## src/rtl/i2cram_pkg.sv

```systemverilog
`timescale 1ns / 1ps
// Shared types and constants for the I2C register access master.
// Used by i2c_register_access_master; depends on nothing else.
package i2cram_pkg;

   typedef enum logic [4:0] {
      P_IDLE     = 5'd0,
      P_ST_A     = 5'd1,
      P_ST_B     = 5'd2,
      P_ST_C     = 5'd3,
      P_TX_LOW   = 5'd4,
      P_TX_HIGH  = 5'd5,
      P_ACK_LOW  = 5'd6,
      P_ACK_HIGH = 5'd7,
      P_ACK_POLL = 5'd8,
      P_ACK_END  = 5'd9,
      P_RX_HIGH  = 5'd10,
      P_RX_LOW   = 5'd11,
      P_MA_LOW   = 5'd12,
      P_MA_HIGH  = 5'd13,
      P_MA_END   = 5'd14,
      P_SP_A     = 5'd15,
      P_SP_B     = 5'd16,
      P_SP_C     = 5'd17,
      P_EP_A     = 5'd18,
      P_EP_B     = 5'd19,
      P_EP_C     = 5'd20
   } phase_type;

   typedef logic [1:0] opcode_type;
   localparam opcode_type OP_TICK  = 2'd0;
   localparam opcode_type OP_WRITE = 2'd1;
   localparam opcode_type OP_READ  = 2'd2;

   typedef logic [1:0] csr_index_type;
   localparam csr_index_type CSR_DEVICE_ADDRESS = 2'd0;
   localparam csr_index_type CSR_ACK_TIMEOUT    = 2'd1;
   localparam csr_index_type CSR_PHASE_TICKS    = 2'd2;

   localparam logic [6:0] DEVICE_ADDRESS_RESET = 7'h38;
   localparam logic [9:0] ACK_TIMEOUT_RESET    = 10'd250;
   localparam logic [9:0] PHASE_TICKS_RESET    = 10'd80;

   localparam logic [4:0] BYTE_REGISTER = 5'd1;
   localparam logic [4:0] BYTE_VALUE    = 5'd2;
   localparam logic [2:0] LAST_BIT      = 3'd7;

endpackage

```

## src/rtl/i2c_register_access_master.sv

```systemverilog
`timescale 1ns / 1ps
// I2C register access master: phase sequencer, configuration registers and result register.
// Depends on i2cram_pkg.
//
// Each beat on the req_ channel is one bus tick and may carry a command:
// register write (opcode 1) or register read (opcode 2) of read_count bytes, at most MAX_READ_BYTES.
// Commands that arrive while a transaction is running are ignored.
// Each accepted beat yields exactly one rsp_ beat with the SCL and SDA levels
// in force at the start of that tick, busy, received byte and done flags.
// The state machine advances and the result register loads at the edge that
// accepts the beat. Throughput is one beat per cycle while results are taken;
// the single result register sets that figure, and req_ready stays high while
// that register is empty or being taken.
// When rsp_ready is low with a result pending, req_ready drops and the
// sequencer holds its state until the result is taken.
// Reset returns the sequencer to idle, clears counters and loads the
// configuration defaults: address 0x38, ack timeout 250, phase ticks 80.
// Configuration is written through the csr_ APB port at byte addresses
// 0, 4 and 8, with a setup phase and an access phase; csr_pready is always high.
module i2c_register_access_master #(
   parameter int MAX_READ_BYTES = 16
) (
   input  logic        clock,
   input  logic        reset,
   input  logic        req_valid,
   output logic        req_ready,
   input  logic [1:0]  req_opcode,
   input  logic [7:0]  req_reg_addr,
   input  logic [7:0]  req_write_value,
   input  logic [4:0]  req_read_count,
   input  logic        req_sda_in,
   output logic        rsp_valid,
   input  logic        rsp_ready,
   output logic        rsp_scl_level,
   output logic        rsp_sda_level,
   output logic        rsp_busy_res,
   output logic        rsp_byte_valid,
   output logic [7:0]  rsp_read_data,
   output logic        rsp_last_byte,
   output logic        rsp_done_res,
   output logic        rsp_ack_error,
   input  logic        csr_psel,
   input  logic        csr_penable,
   input  logic        csr_pwrite,
   input  logic [3:0]  csr_paddr,
   input  logic [31:0] csr_pwdata,
   output logic [31:0] csr_prdata,
   output logic        csr_pready
);

   localparam logic [7:0] MaxCount = 8'(MAX_READ_BYTES);

   logic [6:0]  device_address_ff;
   logic [9:0]  ack_timeout_ff;
   logic [9:0]  phase_ticks_ff;

   i2cram_pkg::phase_type phase_state_ff, phase_state_in;
   logic [2:0]  bit_counter_ff, bit_counter_in;
   logic [7:0]  shift_byte_ff, shift_byte_in;
   logic [4:0]  byte_counter_ff, byte_counter_in;
   logic [9:0]  wait_counter_ff, wait_counter_in;
   logic [9:0]  tick_divider_ff, tick_divider_in;
   logic [7:0]  held_register_ff, held_register_in;
   logic [7:0]  held_value_ff, held_value_in;
   logic [4:0]  held_count_ff, held_count_in;
   logic        held_is_read_ff, held_is_read_in;

   logic        rsp_valid_ff;
   logic        scl_ff, scl_in;
   logic        sda_ff, sda_in;
   logic        busy_ff, busy_in;
   logic        bv_ff, bv_in;
   logic [7:0]  rd_ff, rd_in;
   logic        lb_ff, lb_in;
   logic        done_ff, done_in;
   logic        err_ff, err_in;

   logic        accept;
   logic        csr_write;
   i2cram_pkg::csr_index_type csr_index;
   logic [9:0]  phase_limit;
   logic        phase_over;
   logic [9:0]  divider_step;
   logic        final_rx;
   logic        txbit;
   logic        start_cmd;
   logic [7:0]  count_wide;
   logic [4:0]  count_sat;
   logic [7:0]  rx_shift;

   assign req_ready  = !rsp_valid_ff || rsp_ready;
   assign accept     = req_valid && req_ready;
   assign csr_pready = 1'b1;
   assign csr_write  = csr_psel && csr_penable && csr_pwrite;
   assign csr_index  = csr_paddr[3:2];

   always_comb begin
      unique case (csr_index)
         i2cram_pkg::CSR_DEVICE_ADDRESS: csr_prdata = {25'd0, device_address_ff};
         i2cram_pkg::CSR_ACK_TIMEOUT:    csr_prdata = {22'd0, ack_timeout_ff};
         i2cram_pkg::CSR_PHASE_TICKS:    csr_prdata = {22'd0, phase_ticks_ff};
         default:                        csr_prdata = 32'd0;
      endcase
   end

   always_ff @(posedge clock) begin
      if (reset) begin
         device_address_ff <= i2cram_pkg::DEVICE_ADDRESS_RESET;
         ack_timeout_ff    <= i2cram_pkg::ACK_TIMEOUT_RESET;
         phase_ticks_ff    <= i2cram_pkg::PHASE_TICKS_RESET;
      end else if (csr_write) begin
         unique case (csr_index)
            i2cram_pkg::CSR_DEVICE_ADDRESS: device_address_ff <= csr_pwdata[6:0];
            i2cram_pkg::CSR_ACK_TIMEOUT:    ack_timeout_ff    <= csr_pwdata[9:0];
            i2cram_pkg::CSR_PHASE_TICKS:    phase_ticks_ff    <= csr_pwdata[9:0];
            default: ;
         endcase
      end
   end

   assign phase_limit  = (phase_ticks_ff == 10'd0) ? 10'd1 : phase_ticks_ff;
   assign phase_over   = ({1'b0, tick_divider_ff} + 11'd1) >= {1'b0, phase_limit};
   assign divider_step = phase_over ? 10'd0 : tick_divider_ff + 10'd1;
   assign final_rx     = ({1'b0, byte_counter_ff} + 6'd1) >= {1'b0, held_count_ff};
   assign txbit        = shift_byte_ff[7];
   assign start_cmd    = (req_opcode == i2cram_pkg::OP_WRITE) ||
                         ((req_opcode == i2cram_pkg::OP_READ) && (req_read_count != 5'd0));
   assign count_wide   = {3'd0, req_read_count};
   assign count_sat    = (count_wide > MaxCount) ? MaxCount[4:0] : req_read_count;
   assign rx_shift     = {shift_byte_ff[6:0], req_sda_in};

   always_comb begin
      phase_state_in   = phase_state_ff;
      bit_counter_in   = bit_counter_ff;
      shift_byte_in    = shift_byte_ff;
      byte_counter_in  = byte_counter_ff;
      wait_counter_in  = wait_counter_ff;
      tick_divider_in  = tick_divider_ff;
      held_register_in = held_register_ff;
      held_value_in    = held_value_ff;
      held_count_in    = held_count_ff;
      held_is_read_in  = held_is_read_ff;
      scl_in  = 1'b1;
      sda_in  = 1'b1;
      busy_in = 1'b1;
      bv_in   = 1'b0;
      rd_in   = 8'd0;
      lb_in   = 1'b0;
      done_in = 1'b0;
      err_in  = 1'b0;

      unique case (phase_state_ff)
         i2cram_pkg::P_IDLE: begin
            busy_in = start_cmd;
            if (start_cmd) begin
               held_register_in = req_reg_addr;
               held_value_in    = req_write_value;
               held_is_read_in  = (req_opcode == i2cram_pkg::OP_READ);
               held_count_in    = count_sat;
               byte_counter_in  = 5'd0;
               bit_counter_in   = 3'd0;
               wait_counter_in  = 10'd0;
               tick_divider_in  = 10'd0;
               phase_state_in   = i2cram_pkg::P_ST_A;
            end
         end
         i2cram_pkg::P_ST_A: begin
            tick_divider_in = divider_step;
            if (phase_over) phase_state_in = i2cram_pkg::P_ST_B;
         end
         i2cram_pkg::P_ST_B: begin
            sda_in = 1'b0;
            tick_divider_in = divider_step;
            if (phase_over) phase_state_in = i2cram_pkg::P_ST_C;
         end
         i2cram_pkg::P_ST_C: begin
            scl_in = 1'b0;
            sda_in = 1'b0;
            tick_divider_in = divider_step;
            if (phase_over) begin
               shift_byte_in  = {device_address_ff, byte_counter_ff == i2cram_pkg::BYTE_VALUE};
               bit_counter_in = 3'd0;
               phase_state_in = i2cram_pkg::P_TX_LOW;
            end
         end
         i2cram_pkg::P_TX_LOW: begin
            scl_in = 1'b0;
            sda_in = txbit;
            tick_divider_in = divider_step;
            if (phase_over) phase_state_in = i2cram_pkg::P_TX_HIGH;
         end
         i2cram_pkg::P_TX_HIGH: begin
            sda_in = txbit;
            tick_divider_in = divider_step;
            if (phase_over) begin
               shift_byte_in = {shift_byte_ff[6:0], 1'b0};
               if (bit_counter_ff == i2cram_pkg::LAST_BIT) begin
                  bit_counter_in = 3'd0;
                  phase_state_in = i2cram_pkg::P_ACK_LOW;
               end else begin
                  bit_counter_in = bit_counter_ff + 3'd1;
                  phase_state_in = i2cram_pkg::P_TX_LOW;
               end
            end
         end
         i2cram_pkg::P_ACK_LOW: begin
            scl_in = 1'b0;
            tick_divider_in = divider_step;
            if (phase_over) phase_state_in = i2cram_pkg::P_ACK_HIGH;
         end
         i2cram_pkg::P_ACK_HIGH: begin
            tick_divider_in = divider_step;
            if (phase_over) begin
               wait_counter_in = 10'd0;
               phase_state_in  = i2cram_pkg::P_ACK_POLL;
            end
         end
         i2cram_pkg::P_ACK_POLL: begin
            if (!req_sda_in) begin
               wait_counter_in = 10'd0;
               tick_divider_in = 10'd0;
               phase_state_in  = i2cram_pkg::P_ACK_END;
            end else if (wait_counter_ff >= ack_timeout_ff) begin
               wait_counter_in = 10'd0;
               tick_divider_in = 10'd0;
               phase_state_in  = i2cram_pkg::P_EP_A;
            end else begin
               wait_counter_in = wait_counter_ff + 10'd1;
            end
         end
         i2cram_pkg::P_ACK_END: begin
            scl_in = 1'b0;
            tick_divider_in = divider_step;
            if (phase_over) begin
               bit_counter_in = 3'd0;
               if (byte_counter_ff == 5'd0) begin
                  shift_byte_in   = held_register_ff;
                  byte_counter_in = i2cram_pkg::BYTE_REGISTER;
                  phase_state_in  = i2cram_pkg::P_TX_LOW;
               end else if (!held_is_read_ff) begin
                  if (byte_counter_ff == i2cram_pkg::BYTE_REGISTER) begin
                     shift_byte_in   = held_value_ff;
                     byte_counter_in = i2cram_pkg::BYTE_VALUE;
                     phase_state_in  = i2cram_pkg::P_TX_LOW;
                  end else begin
                     phase_state_in  = i2cram_pkg::P_SP_A;
                  end
               end else if (byte_counter_ff == i2cram_pkg::BYTE_REGISTER) begin
                  byte_counter_in = i2cram_pkg::BYTE_VALUE;
                  phase_state_in  = i2cram_pkg::P_ST_A;
               end else begin
                  byte_counter_in = 5'd0;
                  shift_byte_in   = 8'd0;
                  phase_state_in  = i2cram_pkg::P_RX_HIGH;
               end
            end
         end
         i2cram_pkg::P_RX_HIGH: begin
            tick_divider_in = divider_step;
            if (phase_over) begin
               shift_byte_in = rx_shift;
               if (bit_counter_ff == i2cram_pkg::LAST_BIT) begin
                  bit_counter_in = 3'd0;
                  bv_in = 1'b1;
                  rd_in = rx_shift;
                  lb_in = final_rx;
               end else begin
                  bit_counter_in = bit_counter_ff + 3'd1;
               end
               phase_state_in = i2cram_pkg::P_RX_LOW;
            end
         end
         i2cram_pkg::P_RX_LOW: begin
            scl_in = 1'b0;
            tick_divider_in = divider_step;
            if (phase_over) begin
               phase_state_in = (bit_counter_ff == 3'd0) ? i2cram_pkg::P_MA_LOW
                                                         : i2cram_pkg::P_RX_HIGH;
            end
         end
         i2cram_pkg::P_MA_LOW: begin
            scl_in = 1'b0;
            sda_in = final_rx;
            tick_divider_in = divider_step;
            if (phase_over) phase_state_in = i2cram_pkg::P_MA_HIGH;
         end
         i2cram_pkg::P_MA_HIGH: begin
            sda_in = final_rx;
            tick_divider_in = divider_step;
            if (phase_over) phase_state_in = i2cram_pkg::P_MA_END;
         end
         i2cram_pkg::P_MA_END: begin
            scl_in = 1'b0;
            sda_in = final_rx;
            tick_divider_in = divider_step;
            if (phase_over) begin
               byte_counter_in = byte_counter_ff + 5'd1;
               bit_counter_in  = 3'd0;
               phase_state_in  = final_rx ? i2cram_pkg::P_SP_A : i2cram_pkg::P_RX_HIGH;
            end
         end
         i2cram_pkg::P_SP_A: begin
            scl_in = 1'b0;
            sda_in = 1'b0;
            tick_divider_in = divider_step;
            if (phase_over) phase_state_in = i2cram_pkg::P_SP_B;
         end
         i2cram_pkg::P_SP_B: begin
            sda_in = 1'b0;
            tick_divider_in = divider_step;
            if (phase_over) phase_state_in = i2cram_pkg::P_SP_C;
         end
         i2cram_pkg::P_SP_C: begin
            tick_divider_in = divider_step;
            if (phase_over) begin
               done_in = 1'b1;
               phase_state_in = i2cram_pkg::P_IDLE;
            end
         end
         i2cram_pkg::P_EP_A: begin
            scl_in = 1'b0;
            sda_in = 1'b0;
            tick_divider_in = divider_step;
            if (phase_over) phase_state_in = i2cram_pkg::P_EP_B;
         end
         i2cram_pkg::P_EP_B: begin
            sda_in = 1'b0;
            tick_divider_in = divider_step;
            if (phase_over) phase_state_in = i2cram_pkg::P_EP_C;
         end
         i2cram_pkg::P_EP_C: begin
            tick_divider_in = divider_step;
            if (phase_over) begin
               done_in = 1'b1;
               err_in  = 1'b1;
               phase_state_in = i2cram_pkg::P_IDLE;
            end
         end
         default: begin
            phase_state_in  = i2cram_pkg::P_IDLE;
            tick_divider_in = 10'd0;
         end
      endcase
   end

   always_ff @(posedge clock) begin
      if (reset) begin
         phase_state_ff   <= i2cram_pkg::P_IDLE;
         bit_counter_ff   <= 3'd0;
         shift_byte_ff    <= 8'd0;
         byte_counter_ff  <= 5'd0;
         wait_counter_ff  <= 10'd0;
         tick_divider_ff  <= 10'd0;
         held_register_ff <= 8'd0;
         held_value_ff    <= 8'd0;
         held_count_ff    <= 5'd0;
         held_is_read_ff  <= 1'b0;
      end else if (accept) begin
         phase_state_ff   <= phase_state_in;
         bit_counter_ff   <= bit_counter_in;
         shift_byte_ff    <= shift_byte_in;
         byte_counter_ff  <= byte_counter_in;
         wait_counter_ff  <= wait_counter_in;
         tick_divider_ff  <= tick_divider_in;
         held_register_ff <= held_register_in;
         held_value_ff    <= held_value_in;
         held_count_ff    <= held_count_in;
         held_is_read_ff  <= held_is_read_in;
      end
   end

   always_ff @(posedge clock) begin
      if (reset) begin
         rsp_valid_ff <= 1'b0;
      end else if (accept) begin
         rsp_valid_ff <= 1'b1;
      end else if (rsp_ready) begin
         rsp_valid_ff <= 1'b0;
      end
   end

   always_ff @(posedge clock) begin
      if (accept) begin
         scl_ff  <= scl_in;
         sda_ff  <= sda_in;
         busy_ff <= busy_in;
         bv_ff   <= bv_in;
         rd_ff   <= rd_in;
         lb_ff   <= lb_in;
         done_ff <= done_in;
         err_ff  <= err_in;
      end
   end

   assign rsp_valid      = rsp_valid_ff;
   assign rsp_scl_level  = scl_ff;
   assign rsp_sda_level  = sda_ff;
   assign rsp_busy_res   = busy_ff;
   assign rsp_byte_valid = bv_ff;
   assign rsp_read_data  = rd_ff;
   assign rsp_last_byte  = lb_ff;
   assign rsp_done_res   = done_ff;
   assign rsp_ack_error  = err_ff;

endmodule

```

## config.mk

```make
export PLATFORM = sky130hd
export DESIGN_NAME = i2c_register_access_master
export DESIGN_NICKNAME = d
export VERILOG_FILES = /design/src/rtl/i2cram_pkg.sv /design/src/rtl/i2c_register_access_master.sv
export SDC_FILE = /design/constraint.sdc
export NUM_CORES = 1
export LEC_CHECK = 0
export BUFFER_PORTS_ARGS = -buffer_cell sky130_fd_sc_hd__buf_2
export CAP_MARGIN = 20
export CORE_MARGIN = 10
export CORE_UTILIZATION = 61
export DETAILED_ROUTE_END_ITERATION = 12
export GPL_TIMING_DRIVEN = 0
export PLACE_DENSITY = 0.83
export SLEW_MARGIN = 5
export SYNTH_ARGS = -nofsm -noshare
export SYNTH_HDL_FRONTEND = slang
export SYNTH_SLANG_ARGS = --single-unit
```

## constraint.sdc

```tcl
create_clock -name clock -period 9.2 [get_ports clock]
set_input_delay 1.84 -clock clock [delete_from_list [all_inputs] [get_ports clock]]
set_output_delay 1.84 -clock clock [all_outputs]
set_load 0.05 [all_outputs]
```

==> summary.txt <==
Clocking
  • CTS H-Tree Depth: 3
  • Max clock buf depth: 2
  • Post-CTS Setup Bufs: 0
  • Clk_lat worst skew: ~0.38 ns
  • Sink Count: between 100 and 150
  • Clock root buffer: clkbuf_8
  • TritonCTS Buffers: 9
  • CTS Hold Bufs: 0
  • CTS tree: done
  • Reg clk slew, reported paths: 0.11 ns
  • Post-cts sizing count: 0

Global route
  • Vias in the first global route: between 5000 and 6000
  • Largest net degree at the start of global routing: 19
  • GR Overflow Total: 0
  • Antenna violations before repair: 0
  • Global-route wire length before repair: 28350 um
  • Gr usage total: 0.2344

Worst setup path
  • Crit-path max cell delay: around 0.51 ns
  • Crit Path Max Fanout: 10
  • Worst EP required: between 7 and 8 ns
  • CP startpoint kind: input pin
  • Worst path most repeated cell: buf_2
  • Crit path cell chain: buf_2 > clkbuf_1 > nor2b_1 > a22o_1 > buf_2
  • Slowest cell on the critical path: clkbuf_1
  • CP Data Arrival Time: 3.24 ns
  • WS Path Type: in2out
  • Crit. End Element: output pin

Timing
  • Slew HR: 0.4587
  • RSZ-0062 raised after global routing: false
  • Final hold violation count: 0
  • Tcrit/Tclk final: 0.5522
  • Slew @ Worst Pin: 0.8120 ns
  • WHS: between 0.4 and 0.5 ns
  • Tmin final: 5.080 ns
  • Final Max Tran Viols: 0
  • Final Skew: 0.006462 ns
  • # setup viols final: 0
  • Fmax: 0.1968 GHz
  • Setup tns final: 0 ns

Placement
  • DP Area: 6878 um^2
  • Port Buffers: 68
  • HPWL Detailed: 13510 um
  • Placer Congestion: between 0.9 and 1

Min path
  • Hold Path Class: reg2reg

Cells and area
  • Layout cells sized above 1: 0.1667
  • P&R area growth vs syn: 12.28%
  • Layout Nets: around 940
  • Register area: 2272 um^2
  • # fillers: about 860
  • Area occupied by multi-input gates: approximately 3600 um^2
  • Antenna Cells: 0
  • Final Cell Area: 7061 um^2

Synthesis
  • Count leader, synth: dfxtp_1
  • Post-Syn Area: 6289 um^2
  • Netlist cell types: 72
  • Most used DFF post-synth: dfxtp_1
  • Top post-synthesis cells by area: dfxtp_1 (29%), edfxtp_1 (7.2%), ha_1 (7.0%)
  • Area leader, netlist: dfxtp_1
  • Yosys top cell area share: 0.2897
  • Asr flop ratio synth: 0
  • Most instantiated cells after synthesis: dfxtp_1 (91), nand2_1 (82), nor2_1 (73), a21oi_1 (59), mux2i_1 (43)
  • Seq cells post-synth: roughly 110
  • Post-Syn Area per Cell: 8.498 um^2
  • Post-synth EDFFs: 15
  • Synth warnings: 0
  • Post-Synthesis Cells: 740
  • Share of the yosys chip area belonging to registers: 0.3613

Route
  • Residual DRC count: 0
  • Number of detailed-route iterations in the first pass: 5
  • WL/cell: 17.77 um
  • Initial DRC Count: 440
  • Final WL: 17450 um
  • Vias: 5770
  • Vias per cell: 5.876
  • DRT antenna net count: 0

Floorplan
  • Core footprint: 10180 um^2
  • Starting Density: 0.6174
  • Row Count: 37
  • Io pins: 117
  • DIE HEIGHT: 121.5 um
  • Die area: 14770 um^2
  • Die X: 121.5 um

Power and ir drop
  • Pwr Density: ~180 nW/um^2
  • Lkg Pwr: 2.813 nW
  • Peak supply drop: between 0.1 and 0.15 mV

Run
  • Max Cap Viol: 0

Run status
  • Status: complete, no violations
## through the flow
| step | util | instances | setup slack [ns] | power, mW |
|---|---|---|---|---|
| finish | 0.6932 | 982 | 4.120 | 1.296 |
| CTS | 0.6928 | 981 | 4.130 | 1.289 |
| detailed placement | 0.6753 | 965 | 4.142 | 1.023 |
| global placement | 0.6753 | 965 | 4.151 | 1.013 |
| floorplan | - | 761 | 3.899 | 0.8996 |
| global route | 0.6932 | 982 | 3.991 | 1.365 |
## report_power, final
group / internal (mW) / leakage, nW / total (mW) / switching, mW
clock network: 0.101 / 0.0879 / 0.270 / 0.170
logic: 0.161 / 1.84 / 0.495 / 0.334
registers: 0.504 / 0.883 / 0.530 / 0.0265
## cell type report
cell class	count	share of cell area
multi-input combinational	558	0.5127
sequential	106	0.3218
timing repair buffer	69	0.04891
buffer	58	0.04661
tap	136	0.02410
inverter	39	0.02073
clock buffer	9	0.01754
clock inverter	7	0.007620
## cell usage in the layout (no fill, tap or decap), drive strengths merged, types with 7 or more instances in the layout
cell type,synthesis,layout
a211oi,8,8
a21oi,59,59
a221oi,8,8
and2,9,9
buf,42,110
clkbuf,16,26
conb,2,23
dfxtp,91,91
edfxtp,15,15
ha,35,35
inv,38,40
mux2i,43,43
nand2,84,84
nand2b,11,11
nand3,22,22
nor2,74,74
nor2b,9,9
nor3,10,10
nor3b,7,7
o211ai,10,10
o21ai,30,30
or3,7,7
xnor2,20,20
## final timing paths
check	from	to	slack, ns	cells after the start
worst min register to register	held_count_ff[2]	held_count_ff[2]	0.49	2
worst max-delay path	csr_paddr[2]	csr_prdata[9]	4.12	5
worst max register to register	tick_divider_ff[2]	tick_divider_ff[3]	5.41	13
worst min-delay path	held_count_ff[2]	held_count_ff[2]	0.49	2
## state kept, by name (all words and copies together) (netlist names), 7 cells and up
register	count
ack_timeout_ff	10
device_address_ff	7
held_register_ff	8
held_value_ff	8
phase_ticks_ff	10
rsp_read_data	8
shift_byte_ff	8
tick_divider_ff	10
wait_counter_ff	10
## worst max-delay path: cells and delay by family
family	cells	cell delay, ns
compound gates	1	0.20
buf+inv	3	0.88
simple gates	1	0.32
## logic make-up after synthesis
kind of cell             synth area share
flip-flops                         0.3613
AND/OR/NAND/NOR                    0.2139
multiplexers                      0.06844
XOR/XNOR                          0.03203
adder cells (fa/ha/maj)           0.06964
AO/OA/AOI/OAI                      0.1779
other                            0.001194
buffers and inverters             0.07561
## metal layers
| metal | GRT usage | wire length [um] | vias up |
|---|---|---|---|
| met5 | 0 | 0 | - |
| met4 | 0.1028 | 542 | 0 |
| met3 | 0.05365 | 1205 | 43 |
| met2 | 0.4009 | 8467 | 220 |
| met1 | 0.2755 | 7238 | 2725 |
| li1 | - | - | 2782 |
No activity file was read; power rests on OpenSTA's default activity.
